$ cat config.mk
export PLATFORM = sky130hd
export DESIGN_NAME = rgb_to_hls_color_threshold
export DESIGN_NICKNAME = d
export VERILOG_FILES = /design/src/sv/rhct_pkg.sv /design/src/sv/rhct_front.sv /design/src/sv/rhct_div.sv /design/src/sv/rhct_back.sv /design/src/sv/rgb_to_hls_color_threshold.sv
export SDC_FILE = /design/constraint.sdc
export NUM_CORES = 1
export LEC_CHECK = 0
export BUFFER_PORTS_ARGS = -buffer_cell sky130_fd_sc_hd__clkbuf_2
export CAP_MARGIN = 10
export CORE_ASPECT_RATIO = 1.2
export CORE_MARGIN = 2
export CORE_UTILIZATION = 56
export CTS_CLUSTER_SIZE = 8
export DETAILED_ROUTE_END_ITERATION = 16
export GPL_TIMING_DRIVEN = 0
export PLACE_DENSITY = 0.73
export SYNTH_ARGS = -nofsm -noshare
export SYNTH_HDL_FRONTEND = slang
export SYNTH_HIERARCHICAL = 1
export SYNTH_SLANG_ARGS = --single-unit
$ cat constraint.sdc
create_clock -name clk -period 17.8 [get_ports clk]
set_input_delay 0.89 -clock clk [delete_from_list [all_inputs] [get_ports clk]]
set_output_delay 0.89 -clock clk [all_outputs]
set_load 0.05 [all_outputs]
$ cat src/sv/rhct_pkg.sv
package rhct_pkg;

  // Pipelined divider depth: one quotient bit per stage
  localparam int DIV_STEPS = 8;

  // Sector that holds the largest channel
  typedef enum logic [1:0] {
    SEC_RED   = 2'd0,
    SEC_GREEN = 2'd1,
    SEC_BLUE  = 2'd2
  } sector_t;

  // Register map, word index
  typedef enum logic [2:0] {
    REG_CHANNEL_ORDER = 3'd0,
    REG_HUE_LOW       = 3'd1,
    REG_HUE_HIGH      = 3'd2,
    REG_LIGHT_LOW     = 3'd3,
    REG_LIGHT_HIGH    = 3'd4,
    REG_SAT_LOW       = 3'd5,
    REG_SAT_HIGH      = 3'd6
  } reg_idx_t;

  typedef logic signed [9:0] bound_t;

  localparam bound_t BOUND_MIN       = -10'sd256;
  localparam bound_t HUE_LOW_RST     = 10'sd75;
  localparam bound_t HUE_HIGH_RST    = 10'sd165;
  localparam bound_t LIGHT_LOW_RST   = 10'sd20;
  localparam bound_t LIGHT_HIGH_RST  = 10'sd220;
  localparam bound_t SAT_LOW_RST     = 10'sd100;
  localparam bound_t SAT_HIGH_RST    = 10'sd260;

  typedef struct packed {
    bound_t hue_low;
    bound_t hue_high;
    bound_t light_low;
    bound_t light_high;
    bound_t sat_low;
    bound_t sat_high;
  } bounds_t;

  // Data that rides alongside the divider
  typedef struct packed {
    logic       grey;
    logic [7:0] light;
    sector_t    sector;
    logic       neg;
  } side_t;

  // Divider word: {remainder, numerator bits / quotient bits}
  typedef struct packed {
    logic [15:0] w_sat;
    logic [15:0] w_hue;
    logic [7:0]  d_sat;
    logic [7:0]  d_hue;
    side_t       side;
  } div_word_t;

  typedef struct packed {
    logic [7:0] q_sat;
    logic [5:0] q_hue;
    side_t      side;
  } quot_t;

  // One restoring step; requires w[15:8] < d
  function automatic logic [15:0] div_step(input logic [15:0] w, input logic [7:0] d);
    logic [8:0]  t;
    logic [8:0]  r;
    logic [15:0] res;
    t = {w[15:8], w[7]};
    r = t - {1'b0, d};
    if (t >= {1'b0, d}) begin
      res = {r[7:0], w[6:0], 1'b1};
    end else begin
      res = {t[7:0], w[6:0], 1'b0};
    end
    return res;
  endfunction

  // Bound write: 10-bit two's complement, floored at -256
  function automatic bound_t sat_bound(input logic [9:0] bits);
    bound_t v;
    v = $signed(bits);
    if (v < BOUND_MIN) begin
      v = BOUND_MIN;
    end
    return v;
  endfunction

endpackage

$ cat src/sv/rhct_front.sv
module rhct_front (
  input  logic                  clk,
  input  logic                  rst_n,
  input  logic                  channel_order,
  input  logic                  in_valid,
  output logic                  in_ready,
  input  logic [7:0]            first_byte,
  input  logic [7:0]            middle_byte,
  input  logic [7:0]            last_byte,
  output logic                  out_valid,
  input  logic                  out_ready,
  output rhct_pkg::div_word_t   out_word
);
  import rhct_pkg::*;

  logic       s1_v_r;
  logic [7:0] r_r, g_r, b_r, mx_r, mn_r;
  logic [7:0] r_nxt, b_nxt, mx_nxt, mn_nxt;
  logic       s2_v_r;
  div_word_t  word_r, word_nxt;
  logic       s1_rdy, s2_rdy;

  // Stall chain
  assign s2_rdy   = !s2_v_r || out_ready;
  assign s1_rdy   = !s1_v_r || s2_rdy;
  assign in_ready = s1_rdy;

  // Stage 1: channel order, max and min
  always_comb begin
    r_nxt  = channel_order ? first_byte : last_byte;
    b_nxt  = channel_order ? last_byte : first_byte;
    mx_nxt = r_nxt;
    mn_nxt = r_nxt;
    if (middle_byte > mx_nxt) mx_nxt = middle_byte;
    if (b_nxt > mx_nxt)       mx_nxt = b_nxt;
    if (middle_byte < mn_nxt) mn_nxt = middle_byte;
    if (b_nxt < mn_nxt)       mn_nxt = b_nxt;
  end

  always_ff @(posedge clk) begin
    if (!rst_n) begin
      s1_v_r <= 1'b0;
    end else if (s1_rdy) begin
      s1_v_r <= in_valid;
    end
  end

  always_ff @(posedge clk) begin
    if (s1_rdy) begin
      r_r  <= r_nxt;
      g_r  <= middle_byte;
      b_r  <= b_nxt;
      mx_r <= mx_nxt;
      mn_r <= mn_nxt;
    end
  end

  // Stage 2: diff, sum, divisors and numerators
  always_comb begin
    logic [7:0] diff;
    logic [8:0] sum;
    logic [8:0] den_hi;
    logic [7:0] pa, pb, mag;
    logic [15:0] m16;
    diff   = mx_r - mn_r;
    sum    = {1'b0, mx_r} + {1'b0, mn_r};
    den_hi = 9'd510 - sum;
    word_nxt = '0;
    if (mx_r == r_r) begin
      word_nxt.side.sector = SEC_RED;
      pa = g_r;
      pb = b_r;
    end else if (mx_r == g_r) begin
      word_nxt.side.sector = SEC_GREEN;
      pa = b_r;
      pb = r_r;
    end else begin
      word_nxt.side.sector = SEC_BLUE;
      pa = r_r;
      pb = g_r;
    end
    mag = (pa < pb) ? (pb - pa) : (pa - pb);
    m16 = {8'd0, mag};
    word_nxt.side.neg   = pa < pb;
    word_nxt.side.grey  = diff == 8'd0;
    word_nxt.side.light = sum[8:1];
    word_nxt.d_sat      = (sum <= 9'd255) ? sum[7:0] : den_hi[7:0];
    word_nxt.d_hue      = diff;
    // 255*diff and 60*|x|
    word_nxt.w_sat      = {diff, 8'd0} - {8'd0, diff};
    word_nxt.w_hue      = (m16 << 6) - (m16 << 2);
  end

  always_ff @(posedge clk) begin
    if (!rst_n) begin
      s2_v_r <= 1'b0;
    end else if (s2_rdy) begin
      s2_v_r <= s1_v_r;
    end
  end

  always_ff @(posedge clk) begin
    if (s2_rdy) begin
      word_r <= word_nxt;
    end
  end

  assign out_valid = s2_v_r;
  assign out_word  = word_r;

endmodule

$ cat src/sv/rhct_div.sv
module rhct_div (
  input  logic                  clk,
  input  logic                  rst_n,
  input  logic                  in_valid,
  output logic                  in_ready,
  input  rhct_pkg::div_word_t   in_word,
  output logic                  out_valid,
  input  logic                  out_ready,
  output rhct_pkg::quot_t       out_quot
);
  import rhct_pkg::*;

  div_word_t              stg_r   [DIV_STEPS];
  div_word_t              stg_nxt [DIV_STEPS];
  logic [DIV_STEPS-1:0]   v_r;
  logic [DIV_STEPS:0]     rdy;

  assign rdy[DIV_STEPS] = out_ready;
  assign in_ready       = rdy[0];

  // One quotient bit per stage for both divisions
  for (genvar k = 0; k < DIV_STEPS; k++) begin : g_stage
    div_word_t src;
    logic      src_v;
    if (k == 0) begin : g_first
      assign src   = in_word;
      assign src_v = in_valid;
    end else begin : g_next
      assign src   = stg_r[k-1];
      assign src_v = v_r[k-1];
    end

    assign rdy[k] = !v_r[k] || rdy[k+1];

    always_comb begin
      stg_nxt[k]       = src;
      stg_nxt[k].w_sat = div_step(src.w_sat, src.d_sat);
      stg_nxt[k].w_hue = div_step(src.w_hue, src.d_hue);
    end

    always_ff @(posedge clk) begin
      if (!rst_n) begin
        v_r[k] <= 1'b0;
      end else if (rdy[k]) begin
        v_r[k] <= src_v;
      end
    end

    always_ff @(posedge clk) begin
      if (rdy[k]) begin
        stg_r[k] <= stg_nxt[k];
      end
    end
  end

  assign out_valid      = v_r[DIV_STEPS-1];
  assign out_quot.q_sat = stg_r[DIV_STEPS-1].w_sat[7:0];
  assign out_quot.q_hue = stg_r[DIV_STEPS-1].w_hue[5:0];
  assign out_quot.side  = stg_r[DIV_STEPS-1].side;

endmodule

$ cat src/sv/rhct_back.sv
module rhct_back (
  input  logic                clk,
  input  logic                rst_n,
  input  rhct_pkg::bounds_t   bounds,
  input  logic                in_valid,
  output logic                in_ready,
  input  rhct_pkg::quot_t     in_quot,
  output logic                out_valid,
  input  logic                out_ready,
  output logic [7:0]          hue,
  output logic [7:0]          lightness,
  output logic [7:0]          saturation,
  output logic                within_bounds
);
  import rhct_pkg::*;

  logic       b1_v_r, b2_v_r, b3_v_r;
  logic       b1_rdy, b2_rdy, b3_rdy;
  logic [9:0] t_r, t_nxt;
  logic       grey_r;
  logic [7:0] sat1_r, light1_r;
  logic [7:0] hue2_r, hue2_nxt, sat2_r, light2_r;
  logic [7:0] hue_r, light_r, sat_r;
  logic       ok_r, ok_nxt;

  assign b3_rdy   = !b3_v_r || out_ready;
  assign b2_rdy   = !b2_v_r || b3_rdy;
  assign b1_rdy   = !b1_v_r || b2_rdy;
  assign in_ready = b1_rdy;

  // Stage 1: degrees by sector, then (17*deg + 12) >> 3
  always_comb begin
    logic [8:0]  deg;
    logic [8:0]  q9;
    logic [12:0] m;
    q9 = {3'd0, in_quot.q_hue};
    case (in_quot.side.sector)
      SEC_RED:   deg = in_quot.side.neg ? (9'd360 - q9) : q9;
      SEC_GREEN: deg = in_quot.side.neg ? (9'd120 - q9) : (9'd120 + q9);
      SEC_BLUE:  deg = in_quot.side.neg ? (9'd240 - q9) : (9'd240 + q9);
      default:   deg = 9'd0;
    endcase
    m     = {deg, 4'd0} + {4'd0, deg} + 13'd12;
    t_nxt = m[12:3];
  end

  always_ff @(posedge clk) begin
    if (!rst_n) begin
      b1_v_r <= 1'b0;
    end else if (b1_rdy) begin
      b1_v_r <= in_valid;
    end
  end

  always_ff @(posedge clk) begin
    if (b1_rdy) begin
      t_r      <= t_nxt;
      grey_r   <= in_quot.side.grey;
      sat1_r   <= in_quot.side.grey ? 8'd0 : in_quot.q_sat;
      light1_r <= in_quot.side.light;
    end
  end

  // Stage 2: divide by 3 as multiply by 683 and shift by 11
  always_comb begin
    logic [19:0] prod;
    prod = {10'd0, t_r} * 20'd683;
    if (grey_r) begin
      hue2_nxt = 8'd0;
    end else if (prod[19]) begin
      hue2_nxt = 8'd255;
    end else begin
      hue2_nxt = prod[18:11];
    end
  end

  always_ff @(posedge clk) begin
    if (!rst_n) begin
      b2_v_r <= 1'b0;
    end else if (b2_rdy) begin
      b2_v_r <= b1_v_r;
    end
  end

  always_ff @(posedge clk) begin
    if (b2_rdy) begin
      hue2_r   <= hue2_nxt;
      sat2_r   <= sat1_r;
      light2_r <= light1_r;
    end
  end

  // Stage 3: bound check into the output register
  always_comb begin
    bound_t h, l, s;
    h = $signed({2'b00, hue2_r});
    l = $signed({2'b00, light2_r});
    s = $signed({2'b00, sat2_r});
    ok_nxt = (h >= bounds.hue_low)   && (h <= bounds.hue_high) &&
             (l >= bounds.light_low) && (l <= bounds.light_high) &&
             (s >= bounds.sat_low)   && (s <= bounds.sat_high);
  end

  always_ff @(posedge clk) begin
    if (!rst_n) begin
      b3_v_r <= 1'b0;
    end else if (b3_rdy) begin
      b3_v_r <= b2_v_r;
    end
  end

  always_ff @(posedge clk) begin
    if (b3_rdy) begin
      hue_r   <= hue2_r;
      light_r <= light2_r;
      sat_r   <= sat2_r;
      ok_r    <= ok_nxt;
    end
  end

  assign out_valid     = b3_v_r;
  assign hue           = hue_r;
  assign lightness     = light_r;
  assign saturation    = sat_r;
  assign within_bounds = ok_r;

endmodule

$ cat src/sv/rgb_to_hls_color_threshold.sv
// Pipeline: 2 front, 8 divider, 3 back stages from an accepted pixel to out_tvalid.
// Throughput: one pixel per cycle while out_tready is high; every stage has its own valid
// bit, so bubbles are squeezed out while the output is stalled and a stall loses nothing.
// One pixel per cycle holds because the divider is unrolled into 8 stages of one quotient bit.
// Reset (rst_n low, synchronous) empties the pipeline and loads the register defaults.
module rgb_to_hls_color_threshold (
  input  logic        clk,
  input  logic        rst_n,
  // pixel request in
  input  logic        in_tvalid,
  output logic        in_tready,
  input  logic [23:0] in_tdata,   // [7:0] first_byte, [15:8] middle_byte, [23:16] last_byte
  // result out
  output logic        out_tvalid,
  input  logic        out_tready,
  output logic [23:0] out_tdata,  // [7:0] hue, [15:8] lightness, [23:16] saturation
  output logic        out_tuser,  // [0] within_bounds
  // register port
  input  logic        psel,
  input  logic        penable,
  input  logic        pwrite,
  input  logic [4:0]  paddr,
  input  logic [31:0] pwdata,
  output logic [31:0] prdata,
  output logic        pready
);
  import rhct_pkg::*;

  logic      channel_order_r;
  bounds_t   bounds_r;
  logic      cfg_we;
  reg_idx_t  cfg_idx;

  logic      f_valid, f_ready;
  div_word_t f_word;
  logic      d_valid, d_ready;
  quot_t     d_quot;

  logic [7:0] hue, lightness, saturation;
  logic       within_bounds;

  // Register port
  assign pready  = 1'b1;
  assign cfg_we  = psel && penable && pwrite;
  assign cfg_idx = reg_idx_t'(paddr[4:2]);

  always_ff @(posedge clk) begin
    if (!rst_n) begin
      channel_order_r     <= 1'b0;
      bounds_r.hue_low    <= HUE_LOW_RST;
      bounds_r.hue_high   <= HUE_HIGH_RST;
      bounds_r.light_low  <= LIGHT_LOW_RST;
      bounds_r.light_high <= LIGHT_HIGH_RST;
      bounds_r.sat_low    <= SAT_LOW_RST;
      bounds_r.sat_high   <= SAT_HIGH_RST;
    end else if (cfg_we) begin
      case (cfg_idx)
        REG_CHANNEL_ORDER: channel_order_r     <= pwdata[0];
        REG_HUE_LOW:       bounds_r.hue_low    <= sat_bound(pwdata[9:0]);
        REG_HUE_HIGH:      bounds_r.hue_high   <= sat_bound(pwdata[9:0]);
        REG_LIGHT_LOW:     bounds_r.light_low  <= sat_bound(pwdata[9:0]);
        REG_LIGHT_HIGH:    bounds_r.light_high <= sat_bound(pwdata[9:0]);
        REG_SAT_LOW:       bounds_r.sat_low    <= sat_bound(pwdata[9:0]);
        REG_SAT_HIGH:      bounds_r.sat_high   <= sat_bound(pwdata[9:0]);
        default: ;
      endcase
    end
  end

  // Read back, bounds sign-extended
  always_comb begin
    case (cfg_idx)
      REG_CHANNEL_ORDER: prdata = {31'd0, channel_order_r};
      REG_HUE_LOW:       prdata = {{22{bounds_r.hue_low[9]}}, bounds_r.hue_low};
      REG_HUE_HIGH:      prdata = {{22{bounds_r.hue_high[9]}}, bounds_r.hue_high};
      REG_LIGHT_LOW:     prdata = {{22{bounds_r.light_low[9]}}, bounds_r.light_low};
      REG_LIGHT_HIGH:    prdata = {{22{bounds_r.light_high[9]}}, bounds_r.light_high};
      REG_SAT_LOW:       prdata = {{22{bounds_r.sat_low[9]}}, bounds_r.sat_low};
      REG_SAT_HIGH:      prdata = {{22{bounds_r.sat_high[9]}}, bounds_r.sat_high};
      default:           prdata = 32'd0;
    endcase
  end

  rhct_front u_front (
    .clk           (clk),
    .rst_n         (rst_n),
    .channel_order (channel_order_r),
    .in_valid      (in_tvalid),
    .in_ready      (in_tready),
    .first_byte    (in_tdata[7:0]),
    .middle_byte   (in_tdata[15:8]),
    .last_byte     (in_tdata[23:16]),
    .out_valid     (f_valid),
    .out_ready     (f_ready),
    .out_word      (f_word)
  );

  rhct_div u_div (
    .clk       (clk),
    .rst_n     (rst_n),
    .in_valid  (f_valid),
    .in_ready  (f_ready),
    .in_word   (f_word),
    .out_valid (d_valid),
    .out_ready (d_ready),
    .out_quot  (d_quot)
  );

  rhct_back u_back (
    .clk           (clk),
    .rst_n         (rst_n),
    .bounds        (bounds_r),
    .in_valid      (d_valid),
    .in_ready      (d_ready),
    .in_quot       (d_quot),
    .out_valid     (out_tvalid),
    .out_ready     (out_tready),
    .hue           (hue),
    .lightness     (lightness),
    .saturation    (saturation),
    .within_bounds (within_bounds)
  );

  assign out_tdata = {saturation, lightness, hue};
  assign out_tuser = within_bounds;

  // Zero saturation only comes from a grey pixel, which also has zero hue
  a_grey_hue: assert property (@(posedge clk) disable iff (!rst_n)
    (out_tvalid && out_tdata[23:16] == 8'd0) |-> (out_tdata[7:0] == 8'd0))
    else $error("saturation zero with nonzero hue");

  // Input only backs up when the whole pipeline is full and the output is held
  a_stall_source: assert property (@(posedge clk) disable iff (!rst_n)
    !in_tready |-> (out_tvalid && !out_tready))
    else $error("input stalled while output is free");

  // Stored bounds never fall below -256
  a_bound_floor: assert property (@(posedge clk) disable iff (!rst_n)
    !(bounds_r.hue_low[9]   && !bounds_r.hue_low[8])   &&
    !(bounds_r.hue_high[9]  && !bounds_r.hue_high[8])  &&
    !(bounds_r.light_low[9] && !bounds_r.light_low[8]) &&
    !(bounds_r.light_high[9] && !bounds_r.light_high[8]) &&
    !(bounds_r.sat_low[9]   && !bounds_r.sat_low[8])   &&
    !(bounds_r.sat_high[9]  && !bounds_r.sat_high[8]))
    else $error("bound register below floor");

endmodule

==> out/metrics.cfg, run 1 <==
[cells_and_area]
fillers=4853
drive_gt1_share_pct=13.12
utilization_pct=63.20
instances_no_fill=4150
regArea_sq_um=19620
area_delta_synth_final_pct=11.90
multi_input_area_sq_um=15590
layout.nets=3686

[drt]
vias=23870
first_iter_violations=1118
vias_per_cell=5.751
wl_um=77780
drc=0
dr.pass1.iters=6
ant_nets=0
wl_per_cell_um=18.74

[timing]
fmax_ghz=0.1503
relSlewSlack_pct=20.18
min_period_ns=6.652
drv_slew=0
setup_violations=0
finalHoldViolCount=0
tightest_slew_ns=1.197
skew_ns=0.02691
rsz0062_at_grt=no
period_share_pct=37.37
final.setup.tns_ns=0

[logic_synthesis]
synth_edf_count=604
synth_top_area_share_pct=48.95
synth_mux_area_share_pct=5.930
syn_area_sq_um=37050
synth-simple-area-share_pct=9.506
synthAdderAreaFrac_pct=12.76
synth_ff_type=edfxtp_1
netlist_top_cells_area=edfxtp_1 (49%), ha_1 (11%), dfxtp_1 (4.0%), inv_1 (3.7%), mux2i_1 (3.2%)
synthCells=3058
synth_xor_area_share_pct=2.566
synth_seq_cells=678
synth-compound-area-share_pct=11.22
synth_top_family_by_area=adder cells
ys_async_sr_fraction_pct=0
synth.most_common_cell=edfxtp_1
ys_warn_count=6
syn_avg_cell_area_sq_um=12.12
yosysUniqueCellTypes=111
yosysSeqAreaShare_pct=52.95
synth_top_cell_by_area=edfxtp_1
synthTopCellsByCount=edfxtp_1 (604), inv_1 (365), ha_1 (314)

[clock_tree]
holdBufCountCts=0
post_cts_resized=0
postCtsSetupBuffers=0
clkLatencyLatePin_ns=0.64
htree_levels=3
path_clk_slew_ns=0.05
cts_tree=done
cts_sinks=678
root_buffer=clkbuf_16
clock_path_buffers=3
cts_inserted_buffers=94

[critical_path]
crit_path_max_fanout=10
crit_type=flip-flop to flip-flop
critPathRequiredTime_ns=18.16
cp_slowest_stage_delay_ns=0.66
path_delay_family=simple AND/OR/NAND/NOR gates
slowest_stage=nor2_1
ff2ff_setup_slack_ns=11.15
cp.buffers_inverters=4
worstPathCellList=xnor2_1 > nand4_1 > nor2_1 > clkbuf_1 > mux2i_1 > a21oi_1 > inv_1 > fa_1 > a211oi_4 > o211ai_2 > nand2_1 > buf_4 > mux2i_1 > mux2_2 > a31oi_1 > nand3_1 > ha_1 > inv_1 > nor4_1 > a211oi_1 > xor2_1
cp.arrival_ns=7.01
r2r-end=u_front/out_word[39]$_DFFE_PP_
start_kind=flip-flop
regToRegStartpoint=u_front/mx_r[1]$_DFFE_PP_
cp-end-kind=flip-flop
reg2reg_depth=21

[status]
status=finished clean

[global_route]
grt_usage_pct=23.02
grt_pass1_vias=24700
grt_max_degree=62
grt_pass1_wl_um=124900
gr-total-overflow=0
antenna_found_initial=0

[placement]
place_hpwl_um=58450
gp_congestion=0.9476
place_inst=4008
io_buffers=100

[floorplanning]
io_pins=128
core_area_sq_um=65600
rows=103
dieArea_sq_um=68250
fp.dieH_um=285.8
start_util_pct=56.48
die_x_um=238.8

[flow_run]
cap_violations=0

[min_path]
hold_depth=0
min-delay-start=u_back/light1_r[5]$_DFFE_PP_
min_to=u_back/light2_r[5]$_DFFE_PP_
hp-class=flip-flop to flip-flop

## state kept, by name (all words and copies together), names as in the netlist, 10 cells and up
| register | count |
|---|---|
| u_back/t_r | 10 |
| bounds_r | 60 |
| u_div/stg_r | 433 |
| u_front/out_word | 55 |
## how the worst max path moves through the flow
stage	start	end	slack, ns	cells after the start
2_1_floorplan	out_tready	in_tready	10.95	9
3_3_place_gp	out_tready	in_tready	9.04	11
3_5_place_dp	u_front/mx_r[1]$_DFFE_PP_	u_front/out_word[39]$_DFFE_PP_	11.21	21
4_1_cts	u_back/out_valid$_SDFFE_PN0P_	in_tready	11.08	11
5_1_grt	u_back/out_valid$_SDFFE_PN0P_	in_tready	10.63	11
6_report	u_front/mx_r[1]$_DFFE_PP_	u_front/out_word[39]$_DFFE_PP_	11.15	21
## through the flow
| stage | hold WS (ns) | setup slack [ns] | instance area (sq um) |
|---|---|---|---|
| after floorplan | 0.4003 | 10.95 | 37060 |
| after global placement | 0.4005 | 9.044 | 38610 |
| after detailed placement | 0.4045 | 11.21 | 38810 |
| after CTS | 0.3968 | 11.08 | 41460 |
| after global routing | 0.4077 | 10.63 | 41460 |
| final | 0.3988 | 11.15 | 41460 |
## final cells by class
class	instances	area share, %
repair buffers	109	1.630
well taps	840	2.535
flip-flops and latches	678	47.32
diodes	1	0.006036
inverters	368	3.332
clock inverters	7	0.3561
clock buffers	134	6.036
plain buffers	78	1.174
multi-input cells	1935	37.61
## cell usage in the layout (no fill, tap or decap), drive strengths merged, types with 8 or more instances in the layout
master and instances:
a311o 12, ha 314, nor4 19, xor2 32
o31ai 14, or2 16, o211ai 21, nand2 152
o41ai 8, edfxtp 604, a211oi 34, nor2b 69
nand2b 54, clkbuf 257, o21a 37, a31oi 17
and3 11, dfxtp 74, o31a 9, a221oi 19
a21boi 18, mux2 87, nand4 30, inv 371
fa 40, o21ai 110, o21bai 11, nor3 70
xnor2 74, nand3 51, nor2 152, a211o 9
a22oi 8, buf 64, nor3b 10, a21o 50
mux2i 119, a21oi 164
## per-layer routing
metal	up-vias	GRT usage, %	routed length, um
li1	11580	-	-
met1	11460	23.94	28550
met2	623	44.83	42680
met3	202	3.011	3045
met4	0	11.39	3510
met5	-	0	0
## kinds of logic (layout without fill, tap and decap cells)
group / count (synthesis) / in the layout
xor+xnor: 106 / 106
simple gates: 677 / 677
flops: 678 / 678
fa+ha+maj: 354 / 354
compound gates: 588 / 588
buf+inv: 446 / 696
mux: 207 / 207
other cells: 2 / 4
## worst reg2reg max path: cells and delay by family (launching register included)
family | cells | cell delay [ns]
compound gates | 5 | 1.09
xor+xnor | 2 | 0.40
fa+ha+maj | 2 | 0.99
buf+inv | 4 | 1.07
flops | 1 | 0.57
mux | 3 | 0.79
simple gates | 5 | 1.48
Power of run 1 is left out: the tool's default activity adds up to more than one toggle a clock period on the data nets, which glitch-free logic cannot reach.
==> run 2: changes to the inputs <==
Settings changed: ABC_AREA set to 1, PLACE_DENSITY 0.73 to 0.76.
Clock period 17.8 ns to 5.9 ns, I/O delays scaled along.
==> run 2 against run 1 <==
Net effect: worst setup slack worse by 11 ns; non-clock buffer count rose by 19; sequential cell count did not move; critical path type unchanged; largest cell class unchanged; highest routed layer unchanged.
==> out/metrics.cfg, run 2 <==
[status]
status=finished clean  ; unchanged

[timing]
min_period_ns=5.307  ; was 6.652 ns
tightest_slew_ns=1.133  ; was 1.197 ns
skew_ns=0.02893  ; was 0.02691 ns
fin_hold_ws_ns=0.03171  ; was 0.3988 ns
fmax_ghz=0.1884  ; was 0.1503 GHz
setup_ws_ns=0.5931  ; was 11.15 ns
drv_slew=0  ; unchanged
setup_violations=0  ; unchanged
relSlewSlack_pct=23.65  ; was 20.18%
period_share_pct=89.95  ; was 37.37%
rsz0062_at_grt=no  ; unchanged
finalHoldViolCount=0  ; unchanged

[drt]
first_iter_violations=1566  ; was 1,118
vias_per_cell=5.259  ; was 5.751
wl_um=81390  ; was 77,780 um
dr.pass1.iters=7  ; was 6
wl_per_cell_um=15.44  ; was 18.74 um
ant_nets=0  ; unchanged
drc=0  ; unchanged
vias=27730  ; was 23,870

[min_path]
min-delay-start=pwdata[0]  ; was u_back/light1_r[5]$_DFFE_PP_
hp-class=input pin to flip-flop  ; was flip-flop to flip-flop
hold_depth=5  ; was 0
min_to=channel_order_r$_SDFFE_PN0P_  ; was u_back/light2_r[5]$_DFFE_PP_

[cells_and_area]
drive_gt1_share_pct=10.47  ; was 13.12%
top_register=u_div/stg_r  ; unchanged
final_common_cell=nand2_1  ; was edfxtp_1
area_delta_synth_final_pct=12.24  ; was 11.90%
layout.nets=4730  ; was 3,686
largest_reg_flops=433  ; unchanged
layout_common_cells=nand2_1 (1,028), inv_1 (659), edfxtp_1 (604)  ; was edfxtp_1 (604), inv_1 (361), ha_1 (314)
instances_no_fill=5272  ; was 4,150
num_antenna_cells=0  ; was 1

[flow_run]
cap_violations=0  ; unchanged

[placement]
io_buffers=101  ; was 100
place_inst=5109  ; was 4,008
place_hpwl_um=61810  ; was 58,450 um
gp_congestion=0.9335  ; was 0.9476
preCtsSetupSlack_ns=0.5542  ; was 11.21 ns

[floorplanning]
fp.dieH_um=292.4  ; was 285.8 um
die_x_um=244.3  ; was 238.8 um
start_util_pct=56.71  ; was 56.48%
io_pins=128  ; unchanged
core_area_sq_um=68450  ; was 65,600 sq um
dieArea_sq_um=71440  ; was 68,250 sq um
rows=105  ; was 103

[logic_synthesis]
synth_ff_type=edfxtp_1  ; unchanged
synthTopCellsByCount=nand2_1 (1,032), inv_1 (662), edfxtp_1 (604)  ; was edfxtp_1 (604), inv_1 (365), ha_1 (314)
ys_warn_count=6  ; unchanged
synth_top_cell_by_area=edfxtp_1  ; unchanged
netlist_top_cells_area=edfxtp_1 (47%), ha_1 (10%), nand2_1 (10%), inv_1 (6.4%), nand3_1 (3.9%)  ; was edfxtp_1 (49%), ha_1 (11%), dfxtp_1 (4.0%), inv_1 (3.7%), mux2i_1 (3.2%)
yosysSeqAreaShare_pct=50.54  ; was 52.95%
yosysUniqueCellTypes=64  ; was 111
syn_avg_cell_area_sq_um=9.495  ; was 12.12 sq um
syn_area_sq_um=38810  ; was 37,050 sq um
synth_edf_count=604  ; unchanged
synth_top_area_share_pct=46.73  ; was 48.95%
synth.most_common_cell=nand2_1  ; was edfxtp_1
synth_seq_cells=678  ; unchanged
synthCells=4088  ; was 3,058
ys_async_sr_fraction_pct=0  ; unchanged

[critical_path]
regToRegStartpoint=channel_order_r$_SDFFE_PN0P_  ; was u_front/mx_r[1]$_DFFE_PP_
r2r-end=u_front/mn_r[5]$_DFFE_PP_  ; was u_front/out_word[39]$_DFFE_PP_
cp_slowest_stage_delay_ns=0.87  ; was 0.66 ns
start_kind=flip-flop  ; unchanged
crit_type=flip-flop to flip-flop  ; unchanged
critPathRequiredTime_ns=6.27  ; was 18.16 ns
ff2ff_setup_slack_ns=0.59  ; was 11.15 ns
cp.arrival_ns=5.68  ; was 7.01 ns
slowest_stage=a211oi_1  ; was nor2_1
crit_path_max_fanout=10  ; unchanged
cp-end-kind=flip-flop  ; unchanged
reg2reg_depth=18  ; was 21
crit_top_cell=nand2_1
worstPathCellList=clkbuf_1 > buf_2 > nand2_1 > o21ai_0 > ha_1 > a21oi_1 > o21a_1 > nand2_1 > clkbuf_1 > o21ai_0 > inv_1 > ha_1 > nand2_1 > nor2_1 > a211oi_1 > nand2_1 > nand2_1 > nand2_1  ; was xnor2_1 > nand4_1 > nor2_1 > clkbuf_1 > mux2i_1 > a21oi_1 > inv_1 > fa_1 > a211oi_4 > o211ai_2 > nand2_1 > buf_4 > mux2i_1 > mux2_2 > a31oi_1 > nand3_1 > ha_1 > inv_1 > nor4_1 > a211oi_1 > xor2_1

[global_route]
gr-total-overflow=0  ; unchanged
antenna_found_initial=0  ; unchanged
grt_max_degree=60  ; was 62
grt_pass1_vias=27470  ; was 24,700
grt_pass1_wl_um=133100  ; was 124,900 um
grt_usage_pct=23.01  ; was 23.02%

[clock_tree]
htree_levels=3  ; unchanged
path_clk_slew_ns=0.05  ; about the same
root_buffer=clkbuf_16  ; unchanged
clock_path_buffers=3  ; unchanged
clkLatencyLatePin_ns=0.64  ; about the same
cts_sinks=678  ; unchanged
cts_tree=done  ; unchanged
cts_inserted_buffers=95  ; was 94

==> run 2: changes by cell type in the layout (fill, tap and decap cells not counted), moves of 54 or more <==
cell / before / now
inv_1: 361 / 659
mux2_2: 86 / 0
mux2i_1: 119 / 0
nand2_1: 146 / 1028
nand2b_1: 54 / 0
nand3_1: 47 / 299
nor2_1: 151 / 272
nor2b_1: 69 / 0
==> run 2: through the flow <==
step	TNS, ns	instance area (sq um)	utilization (%)
3_5_place_dp	0	40760	59.55
6_report	0	43560	63.65
3_3_place_gp	-720.38	40530	59.21
4_1_cts	0	43540	63.62
5_1_grt	0	43560	63.65
2_1_floorplan	-122.51	38880	-
==> run 2: worst max-delay path: cells and delay by family, from the launching register on <==
| family | cells | cell delay, ns |
|---|---|---|
| flops | 1 | 0.66 |
| simple gates | 7 | 1.01 |
| buf+inv | 4 | 1.01 |
| compound gates | 5 | 1.70 |
| fa+ha+maj | 2 | 0.65 |
==> run 2: how the worst max path moves through the flow <==
stage	slack, ns	depth (start not counted)	endpoint	from
floorplan	-1.12	9	u_front/b_r[0]$_DFFE_PP_	u_back/out_valid$_SDFFE_PN0P_
global placement	-3.58	12	in_tready	out_tready
detailed placement	0.55	24	u_front/out_word[40]$_DFFE_PP_	u_front/mx_r[1]$_DFFE_PP_
CTS	0.12	12	in_tready	u_back/out_valid$_SDFFE_PN0P_
global route	0.20	25	u_front/out_word[40]$_DFFE_PP_	u_front/mx_r[1]$_DFFE_PP_
finish	0.59	18	u_front/mn_r[5]$_DFFE_PP_	channel_order_r$_SDFFE_PN0P_
==> run 2: cells by family after synthesis <==
group / after synthesis / share of synthesized area, %
other cells: 2 / 0.01935
flops: 678 / 50.54
simple gates: 1875 / 22.06
compound gates: 311 / 4.606
xor+xnor: 104 / 2.414
fa+ha+maj: 354 / 12.18
buf+inv: 764 / 8.168
==> run 2: repair_timing <==
| item | in CTS | in global routing |
|---|---|---|
| hold endpoints to repair | 9 | 0 |
| buffers inserted | 0 | 2 |
| setup endpoints to repair | 0 | 2 |
| hold buffers | 9 | 0 |
| resized for setup | 0 | 1 |
==> run 2: metal layers <==
layer | global-route usage [%] | vias to the layer above | share of wire, %
li1 | - | 13930 | -
met3 | 2.822 | 235 | 3.6
met2 | 42.92 | 669 | 53
met4 | 11.99 | 0 | 5.1
met5 | 0 | - | 0
met1 | 25.52 | 12890 | 39
==> run 2: cell type report <==
cell class / count / area (sq um)
fill: 5409 / 24880
sequential: 678 / 19620
multi-input combinational: 2647 / 16120
inverter: 680 / 2557
clock buffer: 142 / 2554
tap: 909 / 1137
timing repair buffer: 122 / 813.3
buffer: 84 / 615.6
clock inverter: 10 / 142.6
Power of run 2 is left out for the same reason.
==> run 3: changes to the inputs <==
Settings changed: RECOVER_POWER set to 50.
==> run 3 against run 2 <==
Net effect: clock skew rose by 0.0011 ns; count of clock-buffer cells in the layout did not move; maximum frequency barely moved; utilization fell by 0.48 points; critical path type is now flip-flop to output pin; critical endpoint is now in_tready; largest cell class unchanged.
==> out/metrics.cfg, run 3 (same netlist as run 2, synthesis figures left out) <==
[status]
status=finished clean  ; unchanged

[critical_path]
critPathRequiredTime_ns=5.61  ; was 6.27 ns
slowest_stage=nand4_1  ; was a211oi_1
crit_path_max_fanout=42  ; was 10
regToRegStartpoint=channel_order_r$_SDFFE_PN0P_  ; unchanged
cp-endpoint=in_tready  ; was u_front/mn_r[5]$_DFFE_PP_
crit_type=flip-flop to output pin  ; was flip-flop to flip-flop
startpoint=u_back/out_valid$_SDFFE_PN0P_  ; was channel_order_r$_SDFFE_PN0P_
cp-end-kind=output pin  ; was flip-flop
ff2ff_setup_slack_ns=0.63  ; was 0.59 ns
worstPathCellList=nand2_8 > nor2_4 > nand2_8 > clkinvlp_2 > nand4_1 > buf_16 > nor3_4 > nand4_1 > buf_4 > buf_16 > inv_1 > nand3_4 > clkbuf_2  ; was clkbuf_1 > buf_2 > nand2_1 > o21ai_0 > ha_1 > a21oi_1 > o21a_1 > nand2_1 > clkbuf_1 > o21ai_0 > inv_1 > ha_1 > nand2_1 > nor2_1 > a211oi_1 > nand2_1 > nand2_1 > nand2_1
cp_slowest_stage_delay_ns=0.64  ; was 0.87 ns
path_delay_family=simple AND/OR/NAND/NOR gates  ; was compound AO/OA/AOI/OAI gates
reg2reg_depth=18  ; unchanged
start_kind=flip-flop  ; unchanged
r2r-end=u_front/mn_r[5]$_DFFE_PP_  ; unchanged
cp.buffers_inverters=6  ; was 4
cp.arrival_ns=5.01  ; was 5.68 ns
worstSetupPathDepth=13  ; was 18

[timing]
final.setup.tns_ns=0  ; unchanged
finalHoldViolCount=0  ; unchanged
tightest_slew_ns=1.111  ; was 1.133 ns
skew_ns=0.03002  ; was 0.02893 ns
relSlewSlack_pct=25.49  ; was 23.65%
fmax_ghz=0.1885  ; was 0.1884 GHz
rsz0062_at_grt=no  ; unchanged
min_period_ns=5.306  ; was 5.307 ns
period_share_pct=89.93  ; was 89.95%
setup_violations=0  ; unchanged
drv_slew=0  ; unchanged

[global_route]
grt_pass1_wl_um=133100  ; unchanged
grt_max_degree=60  ; unchanged
gr-total-overflow=0  ; unchanged
grt_usage_pct=23.01  ; unchanged
grt_pass1_vias=27470  ; unchanged
antenna_found_initial=0  ; unchanged

[clock_tree]
path_clk_slew_ns=0.05  ; about the same
clock_path_buffers=3  ; unchanged
cts_tree=done  ; unchanged
root_buffer=clkbuf_16  ; unchanged
clkLatencyLatePin_ns=0.64  ; about the same
cts_inserted_buffers=95  ; unchanged
htree_levels=3  ; unchanged
cts_sinks=678  ; unchanged

[flow_run]
cap_violations=0  ; unchanged

[cells_and_area]
drive_gt1_share_pct=8.572  ; was 10.47%
layout_common_cells=nand2_1 (1,040), inv_1 (660), edfxtp_1 (604)  ; was nand2_1 (1,028), inv_1 (659), edfxtp_1 (604)
final_common_cell=nand2_1  ; unchanged
largest_reg_flops=433  ; unchanged
fillers=5486  ; was 5,409
multi_input_area_sq_um=15900  ; was 16,120 sq um
layout.nets=4730  ; unchanged
area_delta_synth_final_pct=11.38  ; was 12.24%
top_register=u_div/stg_r  ; unchanged
num_antenna_cells=0  ; unchanged
regArea_sq_um=19620  ; about the same
utilization_pct=63.16  ; was 63.65%

[drt]
wl_um=81420  ; was 81,390 um
drc=0  ; unchanged
ant_nets=0  ; unchanged
dr.pass1.iters=7  ; unchanged
vias_per_cell=5.247  ; was 5.259
first_iter_violations=1613  ; was 1,566
wl_per_cell_um=15.44  ; about the same
vias=27660  ; was 27,730

[placement]
place_hpwl_um=61810  ; unchanged
gp_congestion=0.9335  ; unchanged
io_buffers=101  ; unchanged

[floorplanning]
die_x_um=244.3  ; unchanged
io_pins=128  ; unchanged
start_util_pct=56.71  ; unchanged
core_area_sq_um=68450  ; unchanged
fp.dieH_um=292.4  ; unchanged
rows=105  ; unchanged
dieArea_sq_um=71440  ; unchanged

[min_path]
hp-class=input pin to flip-flop  ; unchanged

[run 3: changes by cell type in the layout (fill, tap and decap cells not counted), moves of 4 or more]
cell / change
clkbuf_1: +54
buf_1: -4
nand3_2: -4
nor2_2: -4
nand2_1: +12
buf_6: -4
nand2_4: -11
clkbuf_2: -43
nand3_4: -5
nand3_1: +9
nor2_1: +6
[run 3: layout make-up]
type                       instances  area share (%)
clock inverter                    10          0.3299
multi-input combinational       2647           36.78
clock buffer                     142           5.907
sequential                       678           45.38
tap                              909           2.631
timing repair buffer             122           1.757
buffer                            84           1.305
inverter                         680           5.913
[run 3: metrics by stage]
step | hold WS (ns) | instances | instance area, sq um | setup WS, ns
floorplan | 0.3939 | 4089 | 38880 | -1.123
global placement | 0.4003 | 5099 | 40530 | -3.585
detailed placement | 0.4045 | 5109 | 40760 | 0.5542
CTS | 0.002144 | 5270 | 43540 | 0.1190
global route | 0.05936 | 5272 | 43230 | 0.1941
finish | 0.02961 | 5272 | 43230 | 0.5944
[run 3: timing repair]
item / 4_1_cts / 5_1_grt
endpoints found under the setup margin: 0 / 2
setup buffers: 0 / 2
hold buffers: 9 / 0
gates resized for setup: 0 / 1
hold endpoints to repair: 9 / 0
[run 3: worst min path at each step]
| stage | from | end | slack (ns) | cells past startpoint |
|---|---|---|---|---|
| final | pwdata[0] | channel_order_r$_SDFFE_PN0P_ | 0.03 | 5 |
| after global routing | pwdata[0] | channel_order_r$_SDFFE_PN0P_ | 0.06 | 5 |
| after CTS | pwdata[0] | channel_order_r$_SDFFE_PN0P_ | 0.002 | 5 |
| after detailed placement | u_div/stg_r[0][71]$_DFFE_PP_ | u_div/stg_r[0][131]$_DFFE_PP_ | 0.40 | 0 |
| after global placement | u_div/stg_r[1][152]$_DFFE_PP_ | u_div/stg_r[1][213]$_DFFE_PP_ | 0.40 | 0 |
| after floorplan | in_tdata[8] | u_front/g_r[0]$_DFFE_PP_ | 0.39 | 0 |
[run 3: routing by layer]
layer	share of wire, %	global-route usage [%]	wire length [um]
met5	0	0	0
met4	5.1	11.99	4176
met3	3.8	2.822	3081
met2	52	42.92	42720
met1	39	25.52	31440
[run 3: tightest hold or removal path: stages]
cell and delay [ns]:
clkbuf_2 0.10, inv_1 0.06, nand3_1 0.07, nand2_1 0.06, nor2_1 0.03
Power of run 3 is left out for the same reason.
